<file path="src/sv/dwbs_pkg.sv">
package dwbs_pkg;

	localparam int DEPTH    = 16;
	localparam int ADDR_W   = $clog2(DEPTH);
	localparam int CNT_W    = $clog2(DEPTH + 1);
	localparam int DATA_W   = 32;
	localparam int REQ_W    = 3;
	localparam int STATUS_W = 2;

	localparam logic [ADDR_W:0]  DEPTH_A = (ADDR_W + 1)'(DEPTH);
	localparam logic [CNT_W-1:0] DEPTH_C = CNT_W'(DEPTH);

	// request codes
	localparam logic [REQ_W-1:0] REQ_PUSH_FRONT = 3'd0;
	localparam logic [REQ_W-1:0] REQ_PUSH_BACK  = 3'd1;
	localparam logic [REQ_W-1:0] REQ_POP_FRONT  = 3'd2;
	localparam logic [REQ_W-1:0] REQ_POP_BACK   = 3'd3;
	localparam logic [REQ_W-1:0] REQ_CONTAINS   = 3'd4;
	localparam logic [REQ_W-1:0] REQ_REMOVE     = 3'd5;

	// status codes
	localparam logic [STATUS_W-1:0] ST_OK    = 2'd0;
	localparam logic [STATUS_W-1:0] ST_EMPTY = 2'd1;
	localparam logic [STATUS_W-1:0] ST_FULL  = 2'd2;

	// ring slot of a logical position counted from the head
	function automatic logic [ADDR_W-1:0] dwbs_slot(input logic [ADDR_W-1:0] base,
		input logic [ADDR_W-1:0] pos);
		logic [ADDR_W:0] sum;
		sum = {1'b0, base} + {1'b0, pos};
		if (sum >= DEPTH_A) begin
			sum = sum - DEPTH_A;
		end
		return sum[ADDR_W-1:0];
	endfunction

endpackage

</file>
<file path="src/sv/dwbs_ram.sv">
module dwbs_ram #(
	parameter int DATA_W    = 32,
	parameter int NUM_WORDS = 16
) (
	input  logic                         clk,
	input  logic                         wr_en,
	input  logic [$clog2(NUM_WORDS)-1:0] wr_addr,
	input  logic [DATA_W-1:0]            wr_data,
	input  logic                         rd_en,
	input  logic [$clog2(NUM_WORDS)-1:0] rd_addr,
	output logic [DATA_W-1:0]            rd_data
);

	logic [DATA_W-1:0] mem_q [NUM_WORDS];

	always_ff @(posedge clk) begin
		if (wr_en) begin
			mem_q[wr_addr] <= wr_data;
		end
		if (rd_en) begin
			rd_data <= mem_q[rd_addr];
		end
	end

endmodule

</file>
<file path="src/sv/deque_with_bag_search_core.sv">
// Bounded double-ended queue of signed 32-bit values held in a ring buffer of DEPTH
// entries (one single-port-read RAM). Each request beat gives exactly one response beat
// carrying status, found flag, front and back values (zero when empty) and the count.
// One request is worked at a time: the block raises req_stall from the beat after a
// request is taken until the response has been loaded into the output register, and it
// takes the next request while that response still waits on rsp_stall. Pushes, pops and
// unused codes go from the execute step to the front and back read-back, whose reads are
// skipped on an empty queue; contains on a non-empty queue first walks the ring, and remove
// also closes the gap behind its first match. The walk is set by the RAM's single read port,
// which reads the stored entries one per cycle for the search and for closing the gap, and
// then reads the front and the back for the response.
module deque_with_bag_search_core (
	input  logic                                 clk,
	input  logic                                 arst_n,
	input  logic                                 req_valid,
	output logic                                 req_stall,
	input  logic [dwbs_pkg::REQ_W-1:0]           req_type,
	input  logic signed [dwbs_pkg::DATA_W-1:0]   item_value,
	output logic                                 rsp_valid,
	input  logic                                 rsp_stall,
	output logic [dwbs_pkg::STATUS_W-1:0]        status,
	output logic                                 found,
	output logic signed [dwbs_pkg::DATA_W-1:0]  front_value,
	output logic signed [dwbs_pkg::DATA_W-1:0]  back_value,
	output logic [dwbs_pkg::CNT_W-1:0]           item_count
);

	import dwbs_pkg::*;

	// sequencer states
	localparam logic [2:0] S_IDLE  = 3'd0;
	localparam logic [2:0] S_EXEC  = 3'd1;
	localparam logic [2:0] S_SCAN  = 3'd2;
	localparam logic [2:0] S_SHIFT = 3'd3;
	localparam logic [2:0] S_RDF   = 3'd4;
	localparam logic [2:0] S_RDB   = 3'd5;
	localparam logic [2:0] S_DONE  = 3'd6;

	logic [2:0]          state_q;
	logic [ADDR_W-1:0]   head_q;
	logic [CNT_W-1:0]    cnt_q;

	// working registers of the request in flight
	logic [REQ_W-1:0]    req_q;
	logic [DATA_W-1:0]   val_q;
	logic [STATUS_W-1:0] res_status_q;
	logic                res_found_q;
	logic [DATA_W-1:0]   front_q;

	// walk pointers of the search and the gap closing
	logic [CNT_W-1:0]    rd_pos_q;
	logic [CNT_W-1:0]    cmp_pos_q;
	logic [CNT_W-1:0]    wr_pos_q;
	logic                cmp_valid_q;
	logic                pend_q;

	// output register
	logic                rsp_valid_q;
	logic [STATUS_W-1:0] status_q;
	logic                found_q;
	logic [DATA_W-1:0]   front_value_q;
	logic [DATA_W-1:0]   back_value_q;
	logic [CNT_W-1:0]    item_count_q;

	// RAM port
	logic                ram_wr_en;
	logic [ADDR_W-1:0]   ram_wr_addr;
	logic [DATA_W-1:0]   ram_wr_data;
	logic                ram_rd_en;
	logic [ADDR_W-1:0]   ram_rd_addr;
	logic [DATA_W-1:0]   ram_rd_data;

	logic                accept;
	logic                load_rsp;
	logic                full;
	logic                empty;
	logic [CNT_W-1:0]    cnt_m1;
	logic [ADDR_W-1:0]   head_dec;
	logic [ADDR_W-1:0]   head_inc;
	logic                rd_issue;
	logic                match;
	logic                scan_last;

	assign accept    = (state_q == S_IDLE) && req_valid;
	assign load_rsp  = (state_q == S_DONE) && (!rsp_valid_q || !rsp_stall);
	assign full      = (cnt_q >= DEPTH_C);
	assign empty     = (cnt_q == '0);
	assign cnt_m1    = cnt_q - 1'b1;
	assign head_dec  = (head_q == '0) ? ADDR_W'(DEPTH - 1) : head_q - 1'b1;
	assign head_inc  = dwbs_slot(head_q, ADDR_W'(1));
	assign rd_issue  = (rd_pos_q < cnt_q);
	// the one value comparator: stored entry against the request value
	assign match     = cmp_valid_q && (ram_rd_data == val_q);
	assign scan_last = cmp_valid_q && (cmp_pos_q == cnt_m1);

	assign req_stall   = (state_q != S_IDLE);
	assign rsp_valid   = rsp_valid_q;
	assign status      = status_q;
	assign found       = found_q;
	assign front_value = front_value_q;
	assign back_value  = back_value_q;
	assign item_count  = item_count_q;

	// steer the RAM ports from the sequencer state
	always_comb begin
		ram_wr_en   = 1'b0;
		ram_wr_addr = '0;
		ram_wr_data = val_q;
		ram_rd_en   = 1'b0;
		ram_rd_addr = '0;
		case (state_q)
			S_EXEC: begin
				if (req_q == REQ_PUSH_FRONT && !full) begin
					ram_wr_en   = 1'b1;
					ram_wr_addr = head_dec;
				end else if (req_q == REQ_PUSH_BACK && !full) begin
					ram_wr_en   = 1'b1;
					ram_wr_addr = dwbs_slot(head_q, cnt_q[ADDR_W-1:0]);
				end
			end
			S_SCAN: begin
				ram_rd_en   = rd_issue;
				ram_rd_addr = dwbs_slot(head_q, rd_pos_q[ADDR_W-1:0]);
			end
			S_SHIFT: begin
				// read one place ahead, write the word back one place nearer the front
				ram_rd_en   = rd_issue;
				ram_rd_addr = dwbs_slot(head_q, rd_pos_q[ADDR_W-1:0]);
				ram_wr_en   = pend_q;
				ram_wr_addr = dwbs_slot(head_q, wr_pos_q[ADDR_W-1:0]);
				ram_wr_data = ram_rd_data;
			end
			S_RDF: begin
				ram_rd_en   = !empty;
				ram_rd_addr = head_q;
			end
			S_RDB: begin
				ram_rd_en   = 1'b1;
				ram_rd_addr = dwbs_slot(head_q, cnt_m1[ADDR_W-1:0]);
			end
			default: begin
			end
		endcase
	end

	dwbs_ram #(
		.DATA_W    (DATA_W),
		.NUM_WORDS (DEPTH)
	) u_entry_ram (
		.clk     (clk),
		.wr_en   (ram_wr_en),
		.wr_addr (ram_wr_addr),
		.wr_data (ram_wr_data),
		.rd_en   (ram_rd_en),
		.rd_addr (ram_rd_addr),
		.rd_data (ram_rd_data)
	);

	// sequencer and control state
	always_ff @(posedge clk or negedge arst_n) begin
		if (!arst_n) begin
			state_q      <= S_IDLE;
			head_q       <= '0;
			cnt_q        <= '0;
			res_status_q <= ST_OK;
			res_found_q  <= 1'b0;
			rd_pos_q     <= '0;
			cmp_pos_q    <= '0;
			wr_pos_q     <= '0;
			cmp_valid_q  <= 1'b0;
			pend_q       <= 1'b0;
			rsp_valid_q  <= 1'b0;
		end else begin
			// a fresh load wins over dropping the beat just taken
			if (load_rsp) begin
				rsp_valid_q <= 1'b1;
			end else if (rsp_valid_q && !rsp_stall) begin
				rsp_valid_q <= 1'b0;
			end
			case (state_q)
				S_IDLE: begin
					if (accept) begin
						res_status_q <= ST_OK;
						res_found_q  <= 1'b0;
						state_q      <= S_EXEC;
					end
				end
				S_EXEC: begin
					// searches on a non-empty queue walk the ring, everything else goes to the read-back
					if ((req_q == REQ_CONTAINS || req_q == REQ_REMOVE) && !empty) begin
						state_q <= S_SCAN;
					end else begin
						state_q <= S_RDF;
					end
					case (req_q)
						REQ_PUSH_FRONT: begin
							if (full) begin
								res_status_q <= ST_FULL;
							end else begin
								head_q <= head_dec;
								cnt_q  <= cnt_q + 1'b1;
							end
						end
						REQ_PUSH_BACK: begin
							if (full) begin
								res_status_q <= ST_FULL;
							end else begin
								cnt_q <= cnt_q + 1'b1;
							end
						end
						REQ_POP_FRONT: begin
							if (empty) begin
								res_status_q <= ST_EMPTY;
							end else begin
								head_q <= head_inc;
								cnt_q  <= cnt_m1;
							end
						end
						REQ_POP_BACK: begin
							if (empty) begin
								res_status_q <= ST_EMPTY;
							end else begin
								cnt_q <= cnt_m1;
							end
						end
						REQ_CONTAINS, REQ_REMOVE: begin
							if (empty) begin
								res_status_q <= ST_EMPTY;
							end else begin
								rd_pos_q    <= '0;
								cmp_valid_q <= 1'b0;
							end
						end
						default: begin
						end
					endcase
				end
				S_SCAN: begin
					if (match) begin
						res_found_q <= 1'b1;
						if (req_q == REQ_REMOVE) begin
							// close the gap from the first match onwards
							wr_pos_q <= cmp_pos_q;
							rd_pos_q <= cmp_pos_q + 1'b1;
							pend_q   <= 1'b0;
							state_q  <= S_SHIFT;
						end else begin
							state_q <= S_RDF;
						end
					end else if (scan_last) begin
						state_q <= S_RDF;
					end else begin
						if (rd_issue) begin
							rd_pos_q <= rd_pos_q + 1'b1;
						end
						cmp_valid_q <= rd_issue;
						cmp_pos_q   <= rd_pos_q;
					end
				end
				S_SHIFT: begin
					if (pend_q) begin
						wr_pos_q <= wr_pos_q + 1'b1;
					end
					if (rd_issue) begin
						rd_pos_q <= rd_pos_q + 1'b1;
					end
					pend_q <= rd_issue;
					if (!rd_issue && !pend_q) begin
						cnt_q   <= cnt_m1;
						state_q <= S_RDF;
					end
				end
				S_RDF: begin
					state_q <= empty ? S_DONE : S_RDB;
				end
				S_RDB: begin
					state_q <= S_DONE;
				end
				S_DONE: begin
					// hold here while an earlier response still waits
					if (load_rsp) begin
						state_q <= S_IDLE;
					end
				end
				default: begin
					state_q <= S_IDLE;
				end
			endcase
		end
	end

	// payload registers
	always_ff @(posedge clk) begin
		if (accept) begin
			req_q <= req_type;
			val_q <= item_value;
		end
		if (state_q == S_RDB) begin
			front_q <= ram_rd_data;
		end
		if (load_rsp) begin
			status_q      <= res_status_q;
			found_q       <= res_found_q;
			front_value_q <= empty ? '0 : front_q;
			back_value_q  <= empty ? '0 : ram_rd_data;
			item_count_q  <= cnt_q;
		end
	end

	// a taken request keeps the block busy on the next cycle
	a_busy_after_accept: assert property (@(posedge clk) disable iff (!arst_n)
		req_valid && !req_stall |=> req_stall)
		else $error("request taken while the previous one was still open");

	// a full report only ever comes with a full queue
	a_full_count: assert property (@(posedge clk) disable iff (!arst_n)
		rsp_valid && status == ST_FULL |-> item_count == DEPTH_C)
		else $error("full status with a queue that is not full");

	// an empty report leaves nothing stored and zero values
	a_empty_zero: assert property (@(posedge clk) disable iff (!arst_n)
		rsp_valid && status == ST_EMPTY |-> item_count == '0 && front_value == '0
			&& back_value == '0 && !found)
		else $error("empty status with stored values or a match");

	// the stored count never passes the ring depth
	a_count_bound: assert property (@(posedge clk) disable iff (!arst_n)
		state_q != S_IDLE |-> cnt_q <= DEPTH_C)
		else $error("stored count beyond ring depth");

endmodule

</file>
<file path="config.mk">
export PLATFORM = sky130hd
export DESIGN_NAME = deque_with_bag_search_core
export DESIGN_NICKNAME = d
export VERILOG_FILES = /design/src/sv/dwbs_pkg.sv /design/src/sv/dwbs_ram.sv /design/src/sv/deque_with_bag_search_core.sv
export SDC_FILE = /design/constraint.sdc
export NUM_CORES = 1
export LEC_CHECK = 0
export ABC_AREA = 1
export BUFFER_PORTS_ARGS = -buffer_cell sky130_fd_sc_hd__buf_2
export CORE_MARGIN = 5
export CORE_UTILIZATION = 31
export CTS_BUF_LIST = sky130_fd_sc_hd__clkbuf_4 sky130_fd_sc_hd__clkbuf_8 sky130_fd_sc_hd__clkbuf_16
export CTS_CLUSTER_DIAMETER = 80
export CTS_CLUSTER_SIZE = 14
export DETAILED_ROUTE_END_ITERATION = 7
export SETUP_SLACK_MARGIN = 0.02
export SLEW_MARGIN = 15
export SYNTH_ARGS = -nofsm -noshare
export SYNTH_HDL_FRONTEND = slang
export SYNTH_HIERARCHICAL = 1
export SYNTH_SLANG_ARGS = --single-unit
</file>
<file path="constraint.sdc">
create_clock -name clk -period 4.24 [get_ports clk]
set_input_delay 1.06 -clock clk [delete_from_list [all_inputs] [get_ports clk]]
set_output_delay 1.06 -clock clk [all_outputs]
set_load 0.005 [all_outputs]
</file>
Word-level counts from Yosys, hierarchy flattened
Memories as Yosys holds them, arrays and structs flattened. A register that Yosys moved wholly into a read port is not among the register bits.
Cells that the tools add are included.

storage, ports and cells
  register bits = 172
  latch bits = 0
  bits in writable memories = 512
  bits in read-only memories = 0
  input port bits = 39
  output and inout port bits = 74
  logic and storage cells = 187
  memories = 1

memories
  memory             words  bits a word  read ports  clocked after memory_dff  wr ports  line            text
  u_entry_ram.mem_q  16     32           1           1                         1         dwbs_ram.sv:14  logic [DATA_W-1:0] mem_q [NUM_WORDS];

operators by class
  add/sub/neg operators = 16
  $mul = 0
  div/mod/pow operators = 0
  magnitude comparators = 7
  equal/unequal tests = 34
  shifts and indexed selects = 0
  muxes and demuxes = 63
  bitwise operators = 2
  reduce and logical (&&, ||, !) cells = 45

operators with widths
  cell                                              number
  two-way mux 5 bit                                 12
  two-way mux 4 bit                                 10
  == test 32 bit                                    1
  two-way mux 32 bit                                1
  >= comparator 5 bit, second input constant        6
  case mux 5 bit (2 select lines)                   3
  inequality test 3 bit, second input constant      9
  inequality test 2 bit, second input constant      12
  subtractor 4 x 1 -> 4 bit, second input constant  6
  two-way mux 3 bit                                 7
  case mux 3 bit (7 select lines)                   1
  adder 4 x 4 -> 5 bit                              4
  adder 5 x 1 -> 5 bit, second input constant       4
  AND reduction 5 bit                               4
  case mux 4 bit (2 select lines)                   2
  == test 3 bit, second input constant              5
  case mux 5 bit (3 select lines)                   1
  two-way mux 1 bit                                 14
  nonzero test 2 bit                                7
  == test 3 x 2 -> 1 bit, second input constant     4
  case mux 4 bit (3 select lines)                   1
  AND reduction 4 bit                               3
  logical AND 1 bit                                 9
  AND reduction 3 bit                               3
  other kinds (18)                                  38

Longest topological paths before layout
Gate-level depths: netlist (run 1).

  word-level depth = 8
  mapped depth = 18

Hierarchy
The synthesis (run 1) kept the hierarchy.

by module, submodules not included
  module                      times used  cells each  area an instance (sq um)
  dwbs_ram                    1           2120        23050.9
  deque_with_bag_search_core  1           1080        9183.8

Worst setup path before layout (run 1)
OpenSTA, ideal clock, no wires.

  path type = input to register
  start point = input rsp_stall
  end point = register back_value_q[0] (netlist: back_value[0]) (enable)
  data arrival time = 4.173 ns
  path slack = -0.435 ns
  stages on the path = 3
  buffers on the path = 0
  cell sequence = nand2_1 -> inv_1 -> nor2_1

between the ends
  cells in the longest elaborated chain, start to end = 3

RTL lines
  item                  line                               text
  start, declared       deque_with_bag_search_core.sv:20   input logic rsp_stall,
  logical NOT 1 bit     deque_with_bag_search_core.sv:85   assign load_rsp = (state_q == S_DONE) && (!rsp_valid_q || !rsp_stall);
  logical OR 1 bit      deque_with_bag_search_core.sv:85
  logical AND 1 bit     deque_with_bag_search_core.sv:85
  net load_rsp          deque_with_bag_search_core.sv:74   logic load_rsp;
  end signal, assigned  deque_with_bag_search_core.sv:305  back_value_q <= empty ? '0 : ram_rd_data;
  end, declared         deque_with_bag_search_core.sv:62   logic [DATA_W-1:0] back_value_q;

The timed path passes the listed nets, and every way through them passes these cells.
A chain may end at the register's enable or synchronous reset.

Worst setup path in the final report (run 1)
  start point = register head_q[1]
  end point = memory u_entry_ram.mem_q[8][27] (enable)

between the ends
  cells in the longest elaborated chain, start to end = 6
  elaborated cells between the ends (all ways) = 14
  those cells by class = 5 x add/sub; 2 x order compare; 6 x mux; 1 x reduce/logical

RTL lines
  item                                                                     line                               text
  start, declared                                                          deque_with_bag_search_core.sv:40   logic [ADDR_W-1:0] head_q;
  start signal, assigned                                                   deque_with_bag_search_core.sv:215  head_q <= head_inc;
  adder 4 x 4 -> 5 bit                                                     dwbs_pkg.sv:30                     sum = {1'b0, base} + {1'b0, pos};
  subtractor 4 x 1 -> 4 bit / >= comparator 5 bit (equally long branches)  dwbs_pkg.sv:32, dwbs_pkg.sv:31
  two-way mux 4 bit                                                        dwbs_pkg.sv:31                     if (sum >= DEPTH_A) begin
  two-way mux 4 bit                                                        deque_with_bag_search_core.sv:116  end else if (req_q == REQ_PUSH_BACK && !full) begin
  two-way mux 4 bit                                                        deque_with_bag_search_core.sv:113  if (req_q == REQ_PUSH_FRONT && !full) begin
  case mux 4 bit (2 select lines) *                                        deque_with_bag_search_core.sv:111  case (state_q)
  net ram_wr_addr[2]                                                       deque_with_bag_search_core.sv:67   logic [ADDR_W-1:0] ram_wr_addr;
  end, declared                                                            dwbs_ram.sv:14

The timed path passes the listed nets; every way through them passes the cells marked *.

==> results.md, run 1 <==
* Postcts setup bufs at 0
* Crit path from: head_q[1]
* Synth top area cells: edfxtp_1, nand2_1, nand3_1
* Worst slew pin tran at 1090 ps
* Clock Path Buffers at 3
* Vias in the first global route at approximately 20000
* Number of synthesized flops with an enable pin at 683
* Critical path peak fanout at 18
* DRT antenna net count at 0
* Vias/cell at 4.57
* Worst setup SP type: flip-flop
* Die area at 0.111 sq mm
* Area after DPL at around 0.035 sq mm
* Max Slew Vio Count at 0
* Final global-route overflow total at 0
* Max-cap violations at 0
* Setup TNS at 0 ps
* Number of diodes at 0
* Worst IR drop on VDD at 0.520 mV
* Status: finished clean
* Initial antenna violation count at 1
* Filler cells at roughly 10000
* CTS tree: done
* Hold/Removal Path Class: flip-flop to flip-flop
* Register bit total from synthesis at 715
* Most common cell in the netlist: nand2_1
* IO buf count at 112
* Register area share after synthesis at 0.661
* Min cycle time layout at around 3600 ps
* Max stage delay on crit path at slightly above 700 ps
* First-pass GRT wire length at 127 mm
* Required @ worst endpoint at 4560 ps
* CTS root buf: clkbuf_16
* Crit path DAT at 3930 ps
* Critical path, cell by cell: inv_1 > ha_1 > or2_2 > a21oi_1 > o221ai_1 > nand3b_1 > nor2_4 > buf_4
* IO Count at 113
* Starting DRC count in detailed routing at approximately 1900
* Routed WL per cell at around 18 um
* CP max stage cell: nor2_4
* PwrDens at 652 mW/mm^2
* Post-synthesis async set-or-reset flop share at 0.0448
* Worst r2r src: head_q[1]
* Routed wire length at approximately 84 mm
* Largest net degree at the start of global routing at 81
* Worst slew margin at 0.271
* Synth top area share at 0.636
* Final Hold Viols at 0
* Final Cycle Share at 0.853
* H-tree levels at 2
* Core Util, Final at 0.353
* Gp weighted congestion at 0.901
* Area of the multi-input gates at 0.00814 sq mm
* Clock skew at 26.7 ps
* Power Total at 0.0238 W
* RSZ-0062 raised after global routing: false
* Post-Syn Area at ~0.032 sq mm
* Chip height at 332 um
* Starting Density at 0.312
* Synth warn at 6
* CP Class: flip-flop to flip-flop
* Fin area at between 0.03 and 0.04 sq mm
* Syn_area_per_cell at 10.1 sq um
* Reg2Reg Depth at 8
* Setup slack, reg-to-reg at 620 ps
* Dpl hpwl at 51.6 mm
* Ys flop type: edfxtp_1
* Clk Latency, worst-skew pair at 630 ps
* Post-synth top area cell: edfxtp_1
* Max Fclk at 0.277 GHz
* Worst setup path end: u_entry_ram/mem_q[8][27]
* CTS Hold Bufs at 0
* Reg clk slew, reported paths at around 70 ps
* Post-Syn Instances at 3200
* LEAKAGE at roughly 16 nW
* Total Routing Usage GR at 0.148
* Net Count, Synth at 3266
* Area of the core at 0.103 sq mm
* TritonCTS Buffers at 57
* Reg2reg end: u_entry_ram/mem_q[8][27]
* Die W at around 330 um
* Count of cell types in the netlist at 46
* Post_cts resized at 0
* Synth cell count leaders: nand2_1, edfxtp_1, inv_1
* Sink Count at slightly above 700
* DRC at 0
* Vias post-DR at 21600
* Fin nets at 3400
* Setup crit end kind: flip-flop
* Register Area at 0.0213 sq mm
* Layout cell share with drive strength beyond 1 at 0.110
* Final setup viols at 0
* # rows at approximately 120
* DR pass1 iterations at 5
* Synth-to-Final Area Change at 13.3%
## flip-flops by register name, indices dropped and copies added, names as in the netlist, 5 cells and up
| name | count |
|---|---|
| cnt_q | 5 |
| front_q | 32 |
| val_q | 32 |
| rd_pos_q | 5 |
| u_entry_ram/rd_data | 32 |
| item_count | 5 |
| u_entry_ram/mem_q | 512 |
| front_value | 32 |
| cmp_pos_q | 5 |
| back_value | 32 |
## report_power, final
group	internal (W)	total, W	leakage [nW]	switching [W]
clock	0.00251	0.00486	0.780	0.00235
sequential	0.00907	0.00974	6.59	0.000674
combinational	0.00283	0.00919	8.39	0.00636
## cells in the final DEF (no fill, tap or decap), types with 16 or more instances in the layout
master,count
nand2_1,1039
edfxtp_1,683
inv_1,557
nand3_1,429
buf_2,112
nor2_1,75
buf_4,59
clkbuf_16,58
o21ai_0,50
inv_2,36
dfrtp_1,32
buf_12,26
ha_1,24
nor2_4,22
o21ai_1,18
xor2_1,16
## per-stage QoR
step | worst slack (ps) | std cells | hold WS [ps]
detailed placement | 701 | 4655 | 443
global route | 481 | 4727 | 464
finish | 625 | 4727 | 454
floorplan | 701 | 3200 | 425
CTS | 660 | 4727 | 458
global placement | 790 | 4655 | 437
## cell type report
cell class | instances | area share
clock buffer | 68 | 0.0418
sequential | 715 | 0.584
clock inverter | 4 | 0.000960
tap | 1380 | 0.0473
inverter | 595 | 0.0614
timing repair buffer | 197 | 0.0417
multi-input combinational | 1768 | 0.223
## worst max-delay path: cells and delay by family (launching register included)
family,cells,cell delay [ps]
simple gates,3,1450
flops,1,600
fa+ha+maj,1,260
compound gates,2,440
buf+inv,2,540
## logic make-up (layout without fill, tap and decap cells)
logic type / Yosys count / after routing / synth area share
AO/OA/AOI/OAI: 105 / 105 / 0.0179
XOR/XNOR: 23 / 23 / 0.00648
adder cells (fa/ha/maj): 27 / 27 / 0.0112
buffers and inverters: 717 / 864 / 0.0932
flip-flops: 715 / 715 / 0.661
AND/OR/NAND/NOR: 1613 / 1613 / 0.210
## routing by layer
metal | vias to the layer above | GRT usage | wire length (um)
met5 | - | 0 | 0
met4 | 0 | 0.0432 | 2420
met3 | 115 | 0.0192 | 5180
met2 | 674 | 0.248 | 40000
met1 | 10300 | 0.203 | 36400
li1 | 10500 | - | -
## worst min-delay path by stage
| stage | start | endpoint | cells past startpoint |
|---|---|---|---|
| after floorplan | res_found_q | found | 0 |
| after global placement | res_status_q[0] | status[0] | 0 |
| after detailed placement | res_status_q[0] | status[0] | 0 |
| after CTS | res_status_q[0] | status[0] | 0 |
| after global routing | res_status_q[0] | status[0] | 0 |
| final | res_status_q[0] | status[0] | 0 |
Power figures use the tool's default switching activity.
==> inputs of run 2 (changes only) <==
--- a/config.mk
+++ b/config.mk
@@ -7,15 +7,17 @@
 export LEC_CHECK = 0
 export ABC_AREA = 1
 export BUFFER_PORTS_ARGS = -buffer_cell sky130_fd_sc_hd__buf_2
+export CELL_PAD_IN_SITES_DETAIL_PLACEMENT = 1
+export CELL_PAD_IN_SITES_GLOBAL_PLACEMENT = 2
 export CORE_MARGIN = 5
 export CORE_UTILIZATION = 31
 export CTS_BUF_LIST = sky130_fd_sc_hd__clkbuf_4 sky130_fd_sc_hd__clkbuf_8 sky130_fd_sc_hd__clkbuf_16
 export CTS_CLUSTER_DIAMETER = 80
 export CTS_CLUSTER_SIZE = 14
 export DETAILED_ROUTE_END_ITERATION = 7
+export PLACE_DENSITY_LB_ADDON = 0.1
 export SETUP_SLACK_MARGIN = 0.02
 export SLEW_MARGIN = 15
 export SYNTH_ARGS = -nofsm -noshare
 export SYNTH_HDL_FRONTEND = slang
-export SYNTH_HIERARCHICAL = 1
 export SYNTH_SLANG_ARGS = --single-unit
==> run 2 against run 1 <==
  * Synthesized cell count decreased by 21%
  * Highest routed layer unchanged
  * Critical path type unchanged
  * Critical endpoint is now u_entry_ram.rd_data[14]
  * Clock skew increased by 2.5 ps
  * Largest power group unchanged
  * Maximum frequency down 4.7%
==> results.md, run 2 <==
* Reg2Reg Depth at 14 (was 8)
* CP max stage cell: o21ai_0 (was nor2_4)
* Net Count, Synth at 2582 (was 3266)
* Hold/Removal Path Class: flip-flop to flip-flop (unchanged)
* Worst Hold Depth at 0 (unchanged)
* Required @ worst endpoint at 4670 ps (was 4560 ps)
* Grt met2 use at 0.294 (was 0.248)
* Adder-cell share of the synthesized area at 0.0116 (was 0.0112)
* Routed WL per cell at 24.2 um (was 17.8 um)
* Synth top area cells: edfxtp_1, nand2_1, nor2_1 (was edfxtp_1, nand2_1, nand3_1)
* Worst setup SP type: flip-flop (unchanged)
* Commonest non-fill, non-tap cells in the layout: edfxtp_1, nand2_1, nor2_1, o21ai_0, inv_1 (was nand2_1, edfxtp_1, inv_1, nand3_1, buf_2)
* Reg clk slew, reported paths at 80 ps (was 70 ps)
* Status: finished clean (unchanged)
* CTS tree: done (unchanged)
* CTS Hold Bufs at 0 (unchanged)
* Largest net degree at the start of global routing at 97 (was 81)
* Post_cts resized at 0 (unchanged)
* Critical path, cell by cell: inv_1 > ha_1 > o21ai_0 > inv_1 > fa_1 > inv_1 > nand2_1 > o21ai_4 > clkinv_2 > buf_12 > o21ai_0 > o221ai_1 > nand3_1 > nand2_1 (was inv_1 > ha_1 > or2_2 > a21oi_1 > o221ai_1 > nand3b_1 > nor2_4 > buf_4)
* Chip height at 321 um (was 332 um)
* Starting DRC count in detailed routing at 1129 (was 1915)
* GRT busiest layer: met2 (unchanged)
* Largest register FFs at 512 (unchanged)
* Min cycle time layout at 3790 ps (was 3620 ps)
* Synth top area share at 0.685 (was 0.636)
* Critical path depth in cells at 14 (was 8)
* Final Hold Viols at 0 (unchanged)
* Register area share after synthesis at 0.711 (was 0.661)
* DRC at 0 (unchanged)
* Gp weighted congestion at 0.786 (was 0.901)
* Dpl hpwl at 59.4 mm (was 51.6 mm)
* Die W at 321 um (was 332 um)
* GR Util met1 at 0.260 (was 0.203)
* XOR/XNOR Fraction of Synth Area at 0.00731 (was 0.00648)
* Fin area at 0.0344 sq mm (was 0.0365 sq mm)
* Post-synthesis async set-or-reset flop share at 0.0448 (unchanged)
* Setup crit end kind: flip-flop (unchanged)
* TritonCTS Buffers at 61 (was 57)
* Final setup viols at 0 (unchanged)
* Post-synthesis mux area share at 0 (unchanged)
* Final Cycle Share at 0.894 (was 0.853)
* Count of cell types in the netlist at 42 (was 46)
* Synth cell count leaders: edfxtp_1, nand2_1, nor2_1 (was nand2_1, edfxtp_1, inv_1)
* Worst slew pin tran at 957 ps (was 1090 ps)
* IO buf count at 112 (unchanged)
* Fin nets at 2724 (was 3400)
* Max-cap violations at 0 (unchanged)
* Initial antenna violation count at 0 (was 1)
* Post-Syn Area at 0.0300 sq mm (was 0.0322 sq mm)
* Post-synth top area cell: edfxtp_1 (unchanged)
* Area after DPL at 0.0326 sq mm (was 0.0349 sq mm)
* Largest family of logic cells by synthesized area: simple AND/OR/NAND/NOR gates (unchanged)
* First-pass GRT wire length at 140 mm (was 127 mm)
* Clk Latency, worst-skew pair at 680 ps (was 630 ps)
* Max Fclk at 0.264 GHz (was 0.277 GHz)
* Routed wire length at 95.7 mm (was 84.1 mm)
* Syn_area_per_cell at 11.9 sq um (was 10.1 sq um)
* LEAKAGE at 12.7 nW (was 15.8 nW)
* Simple logic cell fraction of the synthesized area at 0.126 (was 0.210)
* CP Class: flip-flop to flip-flop (unchanged)
* Crit path DAT at 4220 ps (was 3930 ps)
* Vias post-DR at 19800 (was 21600)
* PwrDens at 665 mW/mm^2 (was 652 mW/mm^2)
* Worst slew margin at 0.360 (was 0.271)
* Worst IR drop on VDD at 0.337 mV (was 0.520 mV)
* Most common cell in the netlist: edfxtp_1 (was nand2_1)
* Number of synthesized flops with an enable pin at 683 (unchanged)
* Setup TNS at 0 ps (unchanged)
* Max Slew Vio Count at 0 (unchanged)
* Max stage delay on crit path at 590 ps (was 710 ps)
* Filler cells at 10400 (was 10300)
* Postcts setup bufs at 0 (unchanged)
* Sink Count at 715 (unchanged)
* CP dominant cell by count: inv_1
* Vias in the first global route at 20500 (about the same)
* Buf+Inv Stages, Crit Path at 5 (was 2)
* Clock skew at 29.2 ps (was 26.7 ps)
* Biggest register: u_entry_ram.mem_q (was u_entry_ram/mem_q)
* Final global-route overflow total at 0 (unchanged)
* Commonest non-fill, non-tap cell in the layout: edfxtp_1 (was nand2_1)
* Total Routing Usage GR at 0.181 (was 0.148)
* Number of diodes at 0 (unchanged)
* Critical path peak fanout at 43 (was 18)
* Layout cell share with drive strength beyond 1 at 0.126 (was 0.110)
* Synth-to-Final Area Change at 14.7% (was 13.3%)
* Met3 Resource Use GR at 0.0303 (was 0.0192)
* # rows at 114 (was 118)
* Cell family with most CP delay: compound AO/OA/AOI/OAI gates (was simple AND/OR/NAND/NOR gates)
* Starting Density at 0.311 (was 0.312)
* Vias/cell at 5.00 (was 4.57)
* Synth warn at 0 (was 6)
* DR pass1 iterations at 6 (was 5)
* RSZ-0062 raised after global routing: false (unchanged)
* Register bit total from synthesis at 715 (unchanged)
* Clock Path Buffers at 3 (unchanged)
* Die area at 0.103 sq mm (was 0.111 sq mm)
* Ys flop type: edfxtp_1 (unchanged)
* Post-Syn Instances at 2517 (was 3200)
* CTS root buf: clkbuf_16 (unchanged)
* Area of the core at 0.0963 sq mm (was 0.103 sq mm)
* DRT antenna net count at 0 (unchanged)
* H-tree levels at 2 (unchanged)
* IO Count at 113 (unchanged)
* Area fraction in compound gates after synthesis at 0.0960 (was 0.0179)
==> run 2: logic make-up (layout without fill, tap and decap cells) <==
| family | Yosys count | count (layout) |
|---|---|---|
| fa+ha+maj | 26 | 26 |
| compound gates | 483 | 483 |
| flops | 715 | 715 |
| buf+inv | 338 | 498 |
| xor+xnor | 25 | 25 |
| simple gates | 930 | 930 |
==> run 2: worst paths after layout <==
check | from | to | slack [ps]
setup / recovery | cnt_q[1] | u_entry_ram.rd_data[14] | 450
max in group asynchronous | arst_n | wr_pos_q[0] | 3170
hold / removal | res_status_q[1] | status[1] | 460
setup reg to reg | cnt_q[1] | u_entry_ram.rd_data[14] | 450
min in group asynchronous | arst_n | cmp_pos_q[4] | 500
hold reg to reg | res_status_q[1] | status[1] | 460
==> run 2: stage by stage <==
step	hold slack, ps	power [W]	worst slack, ps	instances	util
after floorplan	419	0.0144	585	2517	-
after global placement	447	0.0176	552	3872	0.338
after detailed placement	440	0.0177	497	3872	0.338
after CTS	460	0.0233	466	3953	0.357
after global routing	471	0.0243	283	3953	0.357
final	457	0.0228	448	3953	0.357
==> run 2: layer usage <==
layer	wire length (um)	vias up
met5	0	-
met4	1740	0
met2	43900	340
met1	46100	10200
li1	-	9143
met3	4050	81
==> run 2: where the power goes <==
group	switching (W)	total (W)	internal, W
Clock	0.00260	0.00544	0.00284
Combinational	0.00552	0.00773	0.00221
Sequential	0.000670	0.00968	0.00901
Total	0.00878	0.0228	0.0141
==> run 2: area by class of cell <==
type                       count  area, sq um  area share
multi-input combinational   1464         7380       0.215
inverter                     213          820      0.0238
tap                         1276         1600      0.0465
timing repair buffer         204         1460      0.0426
clock inverter                14          203     0.00590
sequential                   715        21300       0.620
clock buffer                  67         1590      0.0462
==> run 2: worst register-to-register path: stages (launching register included) <==
cell and delay (ps):
dfrtp_1 380, inv_1 170, ha_1 330, o21ai_0 590
inv_1 120, fa_1 450, inv_1 60, nand2_1 80
o21ai_4 120, clkinv_2 340, buf_12 300, o21ai_0 140
o221ai_1 240, nand3_1 180, nand2_1 70
==> inputs of run 3 (changes only) <==
--- a/config.mk
+++ b/config.mk
@@ -5,7 +5,7 @@
 export SDC_FILE = /design/constraint.sdc
 export NUM_CORES = 1
 export LEC_CHECK = 0
-export ABC_AREA = 1
+export ABC_AREA = 0
 export BUFFER_PORTS_ARGS = -buffer_cell sky130_fd_sc_hd__buf_2
 export CELL_PAD_IN_SITES_DETAIL_PLACEMENT = 1
 export CELL_PAD_IN_SITES_GLOBAL_PLACEMENT = 2
==> run 3 against run 2 <==
  * Largest cell class unchanged
  * Register-to-register slack worse by 50 ps
  * Routed wire length down 15%
  * Die area down 2.5%
  * Clock power down 2%
  * Critical path type unchanged
  * Area after synthesis down 2.6%
  * Maximum frequency down 1.2%
  * Clock skew down 5.0 ps
  * Non-clock buffer count down 35
  * Critical endpoint is now u_entry_ram.rd_data[23]
==> results.md, run 3 <==
* Number of synthesized flops with an enable pin at 683 (unchanged)
* Final setup viols at 0 (unchanged)
* Highest metal used: met4 (unchanged)
* # rows at 112 (was 114)
* Initial antenna violation count at 4 (was 0)
* Postcts setup bufs at 0 (unchanged)
* Max stage delay on crit path at 400 ps (was 590 ps)
* Reg clk slew, reported paths at 70 ps (was 80 ps)
* Worst IR drop on VDD at 0.381 mV (was 0.337 mV)
* Clock Path Buffers at 3 (unchanged)
* Clk Latency, worst-skew pair at 640 ps (was 680 ps)
* Vias post-DR at 14500 (was 19800)
* CP dominant cell by count: mux2i_1 (was inv_1)
* CTS Hold Bufs at 0 (unchanged)
* Final global-route overflow total at 0 (unchanged)
* Post-Syn Area at 0.0292 sq mm (was 0.0300 sq mm)
* Commonest non-fill, non-tap cell in the layout: edfxtp_1 (unchanged)
* Vias/cell at 4.85 (was 5.00)
* Met3 WL post-DR at 2.88 mm (was 4.05 mm)
* Count of cell types in the netlist at 74 (was 42)
* Area after DPL at 0.0318 sq mm (was 0.0326 sq mm)
* Worst slew margin at 0.250 (was 0.360)
* Synth-to-Final Area Change at 15.0% (was 14.7%)
* Register area share after synthesis at 0.730 (was 0.711)
* RSZ-0062 raised after global routing: false (unchanged)
* DRT antenna net count at 0 (unchanged)
* Final Cycle Share at 0.905 (was 0.894)
* Largest register FFs at 512 (unchanged)
* Post-Syn Instances at 1548 (was 2517)
* Critical path peak fanout at 51 (was 43)
* Synth top area cells: edfxtp_1, mux4_1, mux4_2 (was edfxtp_1, nand2_1, nor2_1)
* Final Hold Viols at 0 (unchanged)
* Commonest non-fill, non-tap cells in the layout: edfxtp_1, nand2_1, buf_2, mux2i_1, and2_1 (was edfxtp_1, nand2_1, nor2_1, o21ai_0, inv_1)
* Number of diodes at 0 (unchanged)
* Cell family with most CP delay: multiplexers (was compound AO/OA/AOI/OAI gates)
* Ys flop type: edfxtp_1 (unchanged)
* Biggest register: u_entry_ram.mem_q (unchanged)
* Routed wire length at 81.5 mm (was 95.7 mm)
* Status: finished clean (unchanged)
* Fin nets at 1775 (was 2724)
* Setup crit end kind: flip-flop (unchanged)
* TritonCTS Buffers at 60 (was 61)
* Fin Hold WS at 469 ps (was 457 ps)
* Die area at 0.100 sq mm (was 0.103 sq mm)
* Crit path DAT at 4210 ps (was 4220 ps)
* Net Count, Synth at 1613 (was 2582)
* Die W at 317 um (was 321 um)
* CP Class: flip-flop to flip-flop (unchanged)
* Buf+Inv Stages, Crit Path at 2 (was 5)
* IO Count at 113 (unchanged)
* PwrDens at 687 mW/mm^2 (was 665 mW/mm^2)
* Sink Count at 715 (unchanged)
* Starting Density at 0.313 (was 0.311)
* IO buf count at 112 (unchanged)
* Hold/Removal Path Class: flip-flop to flip-flop (unchanged)
* Total Routing Usage GR at 0.160 (was 0.181)
* LEAKAGE at 11.7 nW (was 12.7 nW)
* CP max stage cell: fa_1 (was o21ai_0)
* WL met2 at 39.2 mm (was 43.9 mm)
* Syn_area_per_cell at 18.9 sq um (was 11.9 sq um)
* Dpl hpwl at 47.5 mm (was 59.4 mm)
* Min cycle time layout at 3840 ps (was 3790 ps)
* Chip height at 317 um (was 321 um)
* Required @ worst endpoint at 4610 ps (was 4670 ps)
* Most common cell in the netlist: edfxtp_1 (unchanged)
* Critical path, cell by cell: and2b_2 > nand2_1 > o21ai_0 > ha_1 > inv_1 > fa_1 > xnor2_1 > mux2_2 > a22o_4 > buf_12 > mux4_2 > mux2i_1 > mux2i_1 (was inv_1 > ha_1 > o21ai_0 > inv_1 > fa_1 > inv_1 > nand2_1 > o21ai_4 > clkinv_2 > buf_12 > o21ai_0 > o221ai_1 > nand3_1 > nand2_1)
* DR pass1 iterations at 5 (was 6)
* Max-cap violations at 0 (unchanged)
* Post-synthesis async set-or-reset flop share at 0.0448 (unchanged)
* Worst setup SP type: flip-flop (unchanged)
* Register bit total from synthesis at 715 (unchanged)
* Filler cells at 9241 (was 10400)
* Gp weighted congestion at 0.723 (was 0.786)
* Wire length on met1 at 37.5 mm (was 46.1 mm)
* Vias in the first global route at 15700 (was 20500)
* Synth cell count leaders: edfxtp_1, nand2_1, mux2i_1 (was edfxtp_1, nand2_1, nor2_1)
* Starting DRC count in detailed routing at 933 (was 1129)
* Worst slew pin tran at 1120 ps (was 957 ps)
* Fin area at 0.0336 sq mm (was 0.0344 sq mm)
* First-pass GRT wire length at 116 mm (was 140 mm)
* CTS root buf: clkbuf_16 (unchanged)
* Routed WL per cell at 27.2 um (was 24.2 um)
* Clock skew at 24.2 ps (was 29.2 ps)
* Max Slew Vio Count at 0 (unchanged)
* Core Util, Final at 0.360 (was 0.357)
* Largest net degree at the start of global routing at 64 (was 97)
* Post_cts resized at 0 (unchanged)
* Synth warn at 0 (unchanged)
* Synth top area share at 0.703 (was 0.685)
* CTS tree: done (unchanged)
* Setup TNS at 0 ps (unchanged)
* Power Total at 0.0230 W (was 0.0228 W)
* H-tree levels at 2 (unchanged)
* DRC at 0 (unchanged)
* Post-synth top area cell: edfxtp_1 (unchanged)
* Max Fclk at 0.261 GHz (was 0.264 GHz)
* Area of the core at 0.0933 sq mm (was 0.0963 sq mm)
* Layout cell share with drive strength beyond 1 at 0.209 (was 0.126)
## run 3: cell types whose count changed in the layout (fill, tap and decap cells not counted), moves of 59 or more
cell / previous run / this run
o21ai_0: 252 / 11
inv_1: 202 / 21
o21ai_1: 71 / 12
nand2_1: 445 / 134
nand3_1: 101 / 20
mux4_2: 0 / 62
nor2_1: 321 / 29
and2_1: 0 / 66
o221ai_1: 103 / 1
mux4_1: 0 / 62
mux2i_1: 0 / 103
## run 3: cell type report
| class | count | area (sq um) | area share |
|---|---|---|---|
| timing repair buffer | 169 | 1340 | 0.0399 |
| clock inverter | 9 | 116 | 0.00347 |
| clock buffer | 79 | 1660 | 0.0495 |
| sequential | 715 | 21300 | 0.635 |
| tap | 1254 | 1570 | 0.0468 |
| multi-input combinational | 740 | 7470 | 0.223 |
| inverter | 24 | 90.1 | 0.00268 |
## run 3: power by group
| group | switching [W] | internal (W) | leakage (nW) |
|---|---|---|---|
| combinational | 0.00438 | 0.00340 | 4.21 |
| clock | 0.00252 | 0.00280 | 0.889 |
| sequential | 0.000713 | 0.00923 | 6.58 |
| total | 0.00762 | 0.0154 | 11.7 |
## run 3: cell families (layout without fill, tap and decap cells)
kind of cell | after synthesis | in the layout | share of synthesized area
flip-flops | 715 | 715 | 0.730
AND/OR/NAND/NOR | 318 | 318 | 0.0533
multiplexers | 237 | 237 | 0.143
AO/OA/AOI/OAI | 101 | 101 | 0.0236
buffers and inverters | 93 | 281 | 0.0203
XOR/XNOR | 58 | 58 | 0.0179
adder cells (fa/ha/maj) | 26 | 26 | 0.0119
## run 3: worst paths after layout
| path | from | to | slack, ps | depth (start not counted) |
|---|---|---|---|---|
| worst min-delay path | res_status_q[0] | status[0] | 470 | 0 |
| min in group asynchronous | arst_n | head_q[2] | 550 | 1 |
| worst max-delay path | state_q[1] | u_entry_ram.rd_data[23] | 400 | 13 |
| worst max register to register | state_q[1] | u_entry_ram.rd_data[23] | 400 | 13 |
| max in group asynchronous | arst_n | state_q[2] | 3130 | 1 |
| worst min register to register | res_status_q[0] | status[0] | 470 | 0 |
## run 3: through the flow
| stage | setup slack [ps] | std cells |
|---|---|---|
| final | 402 | 2990 |
| after CTS | 380 | 2990 |
| after global placement | 415 | 2902 |
| after floorplan | 585 | 1548 |
| after global routing | 128 | 2990 |
| after detailed placement | 364 | 2902 |
## run 3: worst reg2reg max path, stage by stage (launching register included)
cell     delay [ps]
dfrtp_1         370
and2b_2         310
nand2_1         190
o21ai_0         240
ha_1            210
inv_1            70
fa_1            400
xnor2_1         240
mux2_2          200
a22o_4          310
buf_12          350
mux4_2          390
mux2i_1         210
mux2i_1         110
## run 3: per-layer routing
| metal | vias to the layer above | GRT usage |
|---|---|---|
| met5 | - | 0 |
| met4 | 0 | 0.0402 |
| met3 | 98 | 0.0224 |
| met2 | 227 | 0.267 |
| met1 | 7749 | 0.224 |
| li1 | 6433 | - |
